**src/design/hbrp_pkg.sv**
```systemverilog
package hbrp_pkg;

    // One header character plus framing and the resource size.
    typedef struct packed {
        logic [7:0]  header_byte;
        logic        last_byte;
        logic        no_header;
        logic [63:0] resource_size;
    } t_in;

    typedef struct packed {
        logic        satisfiable;
        logic        is_ranged;
        logic [63:0] range_start;
        logic [63:0] range_end;
    } t_out;

    // Parse state at the final word, handed to the range check.
    typedef struct packed {
        logic        no_header;
        logic        parse_ok;
        logic [63:0] start_value;
        logic [63:0] end_value;
        logic [63:0] size;
        logic [63:0] top;
    } t_snap;

    typedef enum logic [1:0] {
        PH_PREFIX,
        PH_START,
        PH_END
    } t_phase;

    localparam logic [2:0] PREFIX_LEN  = 3'd6;
    localparam logic [2:0] PREFIX_LAST = 3'd5;

    localparam logic [7:0] CH_ZERO = 8'h30;
    localparam logic [7:0] CH_NINE = 8'h39;
    localparam logic [7:0] CH_DASH = 8'h2d;

    // "bytes="
    function automatic logic [7:0] prefix_char(input logic [2:0] idx);
        logic [7:0] c;
        case (idx)
            3'd0:    c = 8'h62;
            3'd1:    c = 8'h79;
            3'd2:    c = 8'h74;
            3'd3:    c = 8'h65;
            3'd4:    c = 8'h73;
            3'd5:    c = 8'h3d;
            default: c = 8'h00;
        endcase
        return c;
    endfunction

    // v*10 + d, saturating at all ones.
    function automatic logic [63:0] acc_digit(input logic [63:0] v, input logic [3:0] d);
        logic [67:0] p;
        p = ({4'b0, v} << 3) + ({4'b0, v} << 1) + {64'b0, d};
        return (|p[67:64]) ? '1 : p[63:0];
    endfunction

endpackage

```
**src/design/hbrp_parse.sv**
```systemverilog
module hbrp_parse #(
    parameter int MAX_DIGITS     = 31,
    parameter int MIN_HEADER_LEN = 8
) (
    input  logic           i_clk,
    input  logic           i_rst_n,
    input  logic           i_fire,
    input  hbrp_pkg::t_in  i_item,
    output logic           o_final,
    output hbrp_pkg::t_snap o_snap
);
    import hbrp_pkg::*;

    localparam int CntW = $clog2(MIN_HEADER_LEN + 1);
    localparam int DigW = $clog2(MAX_DIGITS + 1);
    localparam logic [CntW-1:0] CntMax = CntW'(MIN_HEADER_LEN);
    localparam logic [DigW-1:0] DigMax = DigW'(MAX_DIGITS);

    t_phase        r_phase, n_phase;
    logic [2:0]    r_prefix_idx, n_prefix_idx;
    logic [CntW-1:0] r_byte_cnt, n_byte_cnt;
    logic [DigW-1:0] r_digit_cnt, n_digit_cnt;
    logic [63:0]   r_start, n_start;
    logic [63:0]   r_end, n_end;
    logic          r_failed, n_failed;

    logic          is_digit;
    logic [7:0]    ch;

    assign ch       = i_item.header_byte;
    assign is_digit = (ch >= CH_ZERO) && (ch <= CH_NINE);
    assign o_final  = i_item.last_byte | i_item.no_header;

    always_comb begin
        n_phase      = r_phase;
        n_prefix_idx = r_prefix_idx;
        n_byte_cnt   = r_byte_cnt;
        n_digit_cnt  = r_digit_cnt;
        n_start      = r_start;
        n_end        = r_end;
        n_failed     = r_failed;

        if (r_byte_cnt < CntMax) begin
            n_byte_cnt = r_byte_cnt + 1'b1;
        end

        if (!r_failed) begin
            case (r_phase)
                PH_PREFIX: begin
                    if (r_prefix_idx >= PREFIX_LEN || ch != prefix_char(r_prefix_idx)) begin
                        n_failed = 1'b1;
                    end else begin
                        n_prefix_idx = r_prefix_idx + 1'b1;
                        if (r_prefix_idx == PREFIX_LAST) begin
                            n_phase = PH_START;
                        end
                    end
                end
                PH_START, PH_END: begin
                    if (r_digit_cnt >= DigMax) begin
                        // number already full: anything more fails, '-' too
                        n_failed = 1'b1;
                    end else if (is_digit) begin
                        if (r_phase == PH_START) begin
                            n_start = acc_digit(r_start, ch[3:0]);
                        end else begin
                            n_end = acc_digit(r_end, ch[3:0]);
                        end
                        n_digit_cnt = r_digit_cnt + 1'b1;
                    end else if (ch == CH_DASH && r_phase == PH_START) begin
                        n_phase     = PH_END;
                        n_digit_cnt = '0;
                    end else begin
                        n_failed = 1'b1;
                    end
                end
                default: n_failed = 1'b1;
            endcase
        end
    end

    always_comb begin
        o_snap.no_header   = i_item.no_header;
        o_snap.parse_ok    = !n_failed && (n_byte_cnt == CntMax) && (n_phase != PH_PREFIX);
        o_snap.start_value = n_start;
        o_snap.end_value   = n_end;
        o_snap.size        = i_item.resource_size;
        o_snap.top         = i_item.resource_size - 64'd1;
    end

    always_ff @(posedge i_clk) begin
        if (!i_rst_n || (i_fire && o_final)) begin
            r_phase      <= PH_PREFIX;
            r_prefix_idx <= '0;
            r_byte_cnt   <= '0;
            r_digit_cnt  <= '0;
            r_start      <= '0;
            r_end        <= '0;
            r_failed     <= 1'b0;
        end else if (i_fire) begin
            r_phase      <= n_phase;
            r_prefix_idx <= n_prefix_idx;
            r_byte_cnt   <= n_byte_cnt;
            r_digit_cnt  <= n_digit_cnt;
            r_start      <= n_start;
            r_end        <= n_end;
            r_failed     <= n_failed;
        end
    end

`ifndef NO_ASSERTIONS
    a_byte_cnt_cap: assert property (@(posedge i_clk) disable iff (!i_rst_n)
        r_byte_cnt <= CntMax)
        else $error("length count passed its cap");

    a_digit_cnt_cap: assert property (@(posedge i_clk) disable iff (!i_rst_n)
        r_digit_cnt <= DigMax)
        else $error("digit count passed its limit");

    a_prefix_done: assert property (@(posedge i_clk) disable iff (!i_rst_n)
        (r_phase != PH_PREFIX) |-> (r_prefix_idx == PREFIX_LEN))
        else $error("number phase entered without full prefix");
`endif

endmodule

```
**src/design/hbrp_eval.sv**
```systemverilog
module hbrp_eval (
    input  hbrp_pkg::t_snap i_snap,
    output hbrp_pkg::t_out  o_result
);
    import hbrp_pkg::*;

    logic [63:0] end_fill;

    // zero or empty end means last byte of the resource
    assign end_fill = (i_snap.end_value == 64'd0) ? i_snap.top : i_snap.end_value;

    always_comb begin
        o_result = '0;
        if (i_snap.no_header) begin
            o_result.satisfiable = 1'b1;
            o_result.range_end   = i_snap.top;
        end else if (i_snap.parse_ok && (i_snap.start_value < i_snap.size)
                     && (end_fill >= i_snap.start_value)) begin
            o_result.satisfiable = 1'b1;
            o_result.is_ranged   = 1'b1;
            o_result.range_start = i_snap.start_value;
            o_result.range_end   = (end_fill > i_snap.top) ? i_snap.top : end_fill;
        end
    end

endmodule

```
**src/design/http_byte_range_parser.sv**
```systemverilog
// Single byte-range parser for an HTTP Range header value. Feed the value one
// character per word with last_byte on the final character, or one word with
// no_header set when the request carries no Range header; resource_size is
// sampled from that final word. Each final word yields one result word:
// satisfiable/is_ranged plus the inclusive start and end offsets; other words
// yield nothing. The value must be at least MIN_HEADER_LEN characters, open
// with "bytes=", and hold decimal start digits, an optional '-', and decimal
// end digits, each number limited to MAX_DIGITS digits and saturating at all
// ones. Leading zeros are plain decimal. An empty or zero end means size-1, an
// end past the resource is clamped, and start >= size or end < start gives an
// unsatisfiable result with all other fields zero. No header gives the whole
// resource, 0..size-1 (size-1 wraps to all ones for an empty resource).
// Throughput is one word per cycle, sustained, while no final word waits on
// a full snapshot register. The accepting edge loads the input register,
// then the parse-state snapshot register and then the output register;
// the 64-bit multiply-by-ten accumulate sets the parse stage path and the
// 64-bit range compares set the check stage path. A result stalled at the
// output does not block input until both internal stages fill.
module http_byte_range_parser #(
    parameter int MAX_DIGITS     = 31,
    parameter int MIN_HEADER_LEN = 8
) (
    input  logic           i_clk,
    input  logic           i_rst_n,
    input  logic           i_valid,
    output logic           o_ready,
    input  hbrp_pkg::t_in  i_item,
    output logic           o_valid,
    input  logic           i_ready,
    output hbrp_pkg::t_out o_result
);
    import hbrp_pkg::*;

    // input register
    logic  r_s1_v;
    t_in   r_s1;
    // snapshot of the parse at a final word
    logic  r_s2_v;
    t_snap r_s2;
    // output register
    logic  r_o_v;
    t_out  r_o;

    logic  out_adv, s2_fire, s2_free, s1_fire, is_final;
    t_snap snap;
    t_out  result;

    assign out_adv = !r_o_v || i_ready;
    assign s2_fire = r_s2_v && out_adv;
    assign s2_free = !r_s2_v || s2_fire;
    // non-final words only update parse state, so they never wait downstream
    assign s1_fire = r_s1_v && (!is_final || s2_free);
    assign o_ready = !r_s1_v || s1_fire;

    assign o_valid  = r_o_v;
    assign o_result = r_o;

    hbrp_parse #(
        .MAX_DIGITS     (MAX_DIGITS),
        .MIN_HEADER_LEN (MIN_HEADER_LEN)
    ) u_parse (
        .i_clk   (i_clk),
        .i_rst_n (i_rst_n),
        .i_fire  (s1_fire),
        .i_item  (r_s1),
        .o_final (is_final),
        .o_snap  (snap)
    );

    hbrp_eval u_eval (
        .i_snap   (r_s2),
        .o_result (result)
    );

    always_ff @(posedge i_clk) begin
        if (!i_rst_n) begin
            r_s1_v <= 1'b0;
        end else if (o_ready) begin
            r_s1_v <= i_valid;
        end
    end

    always_ff @(posedge i_clk) begin
        if (o_ready && i_valid) begin
            r_s1 <= i_item;
        end
    end

    always_ff @(posedge i_clk) begin
        if (!i_rst_n) begin
            r_s2_v <= 1'b0;
        end else if (s1_fire && is_final) begin
            r_s2_v <= 1'b1;
        end else if (s2_fire) begin
            r_s2_v <= 1'b0;
        end
    end

    always_ff @(posedge i_clk) begin
        if (s1_fire && is_final) begin
            r_s2 <= snap;
        end
    end

    always_ff @(posedge i_clk) begin
        if (!i_rst_n) begin
            r_o_v <= 1'b0;
        end else if (out_adv) begin
            r_o_v <= r_s2_v;
        end
    end

    always_ff @(posedge i_clk) begin
        if (s2_fire) begin
            r_o <= result;
        end
    end

`ifndef NO_ASSERTIONS
    a_unsat_zero: assert property (@(posedge i_clk) disable iff (!i_rst_n)
        (r_o_v && !r_o.satisfiable) |->
            (!r_o.is_ranged && r_o.range_start == 64'd0 && r_o.range_end == 64'd0))
        else $error("unsatisfiable result carries nonzero fields");

    a_range_order: assert property (@(posedge i_clk) disable iff (!i_rst_n)
        (r_o_v && r_o.is_ranged) |-> (r_o.satisfiable && r_o.range_start <= r_o.range_end))
        else $error("ranged result with start past end");

    a_whole_start: assert property (@(posedge i_clk) disable iff (!i_rst_n)
        (r_o_v && r_o.satisfiable && !r_o.is_ranged) |-> (r_o.range_start == 64'd0))
        else $error("whole-resource result with nonzero start");
`endif

endmodule
```
**config.mk**
```make
export PLATFORM = sky130hd
export DESIGN_NAME = http_byte_range_parser
export DESIGN_NICKNAME = d
export VERILOG_FILES = /design/src/design/hbrp_pkg.sv /design/src/design/hbrp_parse.sv /design/src/design/hbrp_eval.sv /design/src/design/http_byte_range_parser.sv
export SDC_FILE = /design/constraint.sdc
export NUM_CORES = 2
export LEC_CHECK = 0
export BUFFER_PORTS_ARGS = -buffer_cell sky130_fd_sc_hd__buf_2
export CAP_MARGIN = 20
export CORE_UTILIZATION = 56
export CTS_CLUSTER_DIAMETER = 40
export DETAILED_ROUTE_END_ITERATION = 8
export PLACE_DENSITY = 0.77
export SLEW_MARGIN = 10
export SYNTH_ARGS = -nofsm -noshare
export SYNTH_HDL_FRONTEND = slang
export SYNTH_SLANG_ARGS = --single-unit
```
**constraint.sdc**
```tcl
create_clock -name i_clk -period 6.85 [get_ports i_clk]
set_input_delay 0 -clock i_clk [delete_from_list [all_inputs] [get_ports i_clk]]
set_output_delay 0 -clock i_clk [all_outputs]
set_load 0.05 [all_outputs]
```
==> run summary <==
grt ovf: 0
total track usage: 0.313
Final Instance Area: 43400 sq um
fillcell total: 5002
Worst Path Arrival: 6.59 ns
commonest non-fill, non-tap cell in the layout: edfxtp_1
Post-Syn Nets: 4183
RSZ-0062 raised after global routing: false
worst reg2reg path endpoint: o_result[22]
area share of the largest cell type after synthesis: 0.371
hold path cells: 2
Ports: 210
row count: 94
vias in the first global route: 28600
largest area contributor in the netlist: edfxtp_1
Final Slew Violations: 0
max frequency: 0.162 GHz
crit path max fanout: 64
outcome: finished clean
clock sinks: 608
Post-synth EDFFs: 462
Layout Cells excl Fill: 4842
HP Start: i_item[34]
Post-CTS Setup Bufs: 0
Synth async-reset ratio: 0
Gate Count Post-Synth: 3645
placed cells: 4580
Crit. End Element: flop
slowest cell delay on critical path: 0.94 ns
flops & latches, synth: 608
final cycle utilization of the critical path: 0.903
clock-pin slew on the worst setup and hold paths: 0.06 ns
routed len/inst: 22.5 um
clock latency on the worst-skew pair: 0.67 ns
post-layout util: 0.659
commonest cells after routing, fill and taps aside: edfxtp_1 (462), ha_1 (456), a21oi_1 (411)
Min Hold Slack: 0.0383 ns
Initial DRT Pass Iterations: 8
fin crit period: 6.19 ns
Final Skew: 0.0406 ns
Setup Total Neg Slack: 0 ns
Inserted Clock Buffers: 96
Slew @ Worst Pin: 1.10 ns
CP required: 7.25 ns
Core Region: 65900 sq um
Avg Cell Area, Syn: 10.3 sq um
crit start category: flop
Crit path max-delay family: compound AO/OA/AOI/OAI gates
Netlist cell types: 78
Total Nets Final: 4434
first-pass GRT wire length: 163000 um
Setup Viol. Count Final: 0
critical path buffer and inverter count: 3
Hold Buf Count CTS: 79
CTS max path bufs: 3
Yosys warning total: 0
cell area after synthesis: 37400 sq um
Die X: 260 um
Seq/Total Area, Yosys: 0.449
Port Buffers: 209
Worst Setup SP: r_s2[171]
Max-slew headroom: 0.248
routed wire length: 109000 um
CTS root buffer: clkbuf_16
critical-path cell list: nor4_1, nand4_1, nor4_2, buf_12, a21oi_1, inv_1, ha_1, a21o_1, a21o_1, a21oi_1, nor2_1, a2111oi_0, and4b_1, nand3_1, a31oi_4, buf_12, o22ai_1
post-route ant nets: 0
post-CTS sizing: 0
post-route DRC violation count: 0
Hold Path End: r_s1[34]
antenna violations before repair: 5
P_leak: 19.1 nW
R2R Setup Slk: 0.66 ns
Main synth FF type: edfxtp_1
largest net degree at the start of global routing: 183
Die ar.: 67800 sq um
maximum vdd drop: 0.000208 V
crit path kind: flop to flop
DRT iter0 DRCs: 3372
Starting Density: 0.568
final hold violation count: 0
Die Span Y: 260 um
ranking of synthesized cells by area: edfxtp_1 (37%), ha_1 (15%), dfxtp_1 (7.8%), a21oi_1 (5.5%), inv_1 (3.2%)
max-cap check violation count: 0
global placement routability congestion: 0.976
min-delay worst type: input pin to flop
Worst R2R Path Depth: 17
Area Growth Syn to Fin: 16.2%
post-DP HPWL: 76900 um
# H-tree levels: 3
reg-to-reg startpoint: r_s2[171]
Pwr Density: 221 nW/um^2
DR vias: 30400
Ant. Diodes: 0
DP Area: 39200 sq um
CTS tree: yes
slowest stage cell on the critical path: nor4_1
Via density: 6.28
layout cells sized above 1: 0.129
==> stage by stage <==
stage	power [mW]	setup WS (ns)
final	9.60	0.661
after detailed placement	4.54	0.936
after CTS	9.61	0.955
after global routing	9.81	0.546
after floorplan	4.41	0.469
after global placement	4.54	1.00
==> flip-flops by register name, indices dropped and copies added (netlist names) <==
signal,count
u_parse.r_end,64
o_valid,1
u_parse.r_phase,2
u_parse.r_prefix_idx,3
r_s1,74
u_parse.r_start,64
u_parse.r_digit_cnt,5
u_parse.r_failed,1
r_s2_v,1
o_result,130
r_s1_v,1
u_parse.r_byte_cnt,4
r_s2,258
==> synthesized netlist by cell type (all sizes together) (9+ instances only) <==
master  instances
buf            12
clkbuf        147
o21bai         22
or3            13
inv           319
nand3          32
ha            456
o211ai         21
o21ai         186
edfxtp        462
nor2b          23
nand2b         15
and3           22
xor2           98
nor4           41
a21boi          9
a31oi          19
o21a           25
a221oi         12
a21oi         411
or2            10
nand4          98
or4            17
nor2          199
xnor2          86
o221a          62
o22a           65
nor3           48
o22ai          65
a21o          136
a211oi         19
o31ai          12
nand2         164
and2           74
dfxtp         146
==> area by class of cell <==
class / instances / area (sq um) / share of cell area
Sequential cell: 608 / 16800 / 0.387
Clock inverter: 73 / 860 / 0.0198
Inverter: 319 / 1200 / 0.0277
Multi-Input combinational cell: 2559 / 18800 / 0.434
Clock buffer: 107 / 2530 / 0.0582
Timing Repair Buffer: 312 / 2120 / 0.0489
Tap cell: 864 / 1080 / 0.0249
==> kinds of logic (layout without fill, tap and decap cells) <==
kind of cell | after synthesis | count (layout) | share of synthesized area
muxes | 4 | 4 | 0.00114
adders and majority gates | 460 | 460 | 0.155
buffers and inverters | 478 | 811 | 0.0482
DFF | 608 | 608 | 0.449
AOI/OAI and AO/OA | 1127 | 1127 | 0.195
xor gates and xnor gates | 184 | 184 | 0.0431
and+or+nand+nor | 784 | 784 | 0.108
==> report_power, final <==
group | total [mW] | leakage (nW) | internal (mW) | switching [mW]
Sequential | 4.14 | 5.74 | 4.06 | 0.0888
Clock | 5.08 | 1.61 | 3.11 | 1.97
Combinational | 0.379 | 11.7 | 0.123 | 0.256
Total | 9.60 | 19.1 | 7.29 | 2.32
==> per-layer routing <==
metal	vias up	global-route usage	share of wire	routed length, um
met2	1506	0.499	0.45	49400
li1	14200	-	-	-
met5	-	0	0.00025	27
met4	4	0.128	0.038	4160
met3	240	0.0564	0.090	9760
met1	14500	0.421	0.42	45600
==> worst max-delay path by stage <==
stage                                    to  cells past startpoint
final                          o_result[22]                     17
after global routing           o_result[33]                     17
after CTS                      o_result[16]                     17
after detailed placement       o_result[16]                     17
after global placement         o_result[23]                     17
after floorplan           u_parse.r_end[33]                     12
==> worst reg2reg max path, cell delays in order, from the launching register on <==
cell and delay (ns):
edfxtp_1 0.43, nor4_1 0.94, nand4_1 0.21, nor4_2 0.36, buf_12 0.34, a21oi_1 0.18, inv_1 0.10, ha_1 0.25
a21o_1 0.16, a21o_1 0.17, a21oi_1 0.19, nor2_1 0.06, a2111oi_0 0.92, and4b_1 0.36, nand3_1 0.15, a31oi_4 0.63
buf_12 0.32, o22ai_1 0.19
No activity file was read; power rests on OpenSTA's default activity.
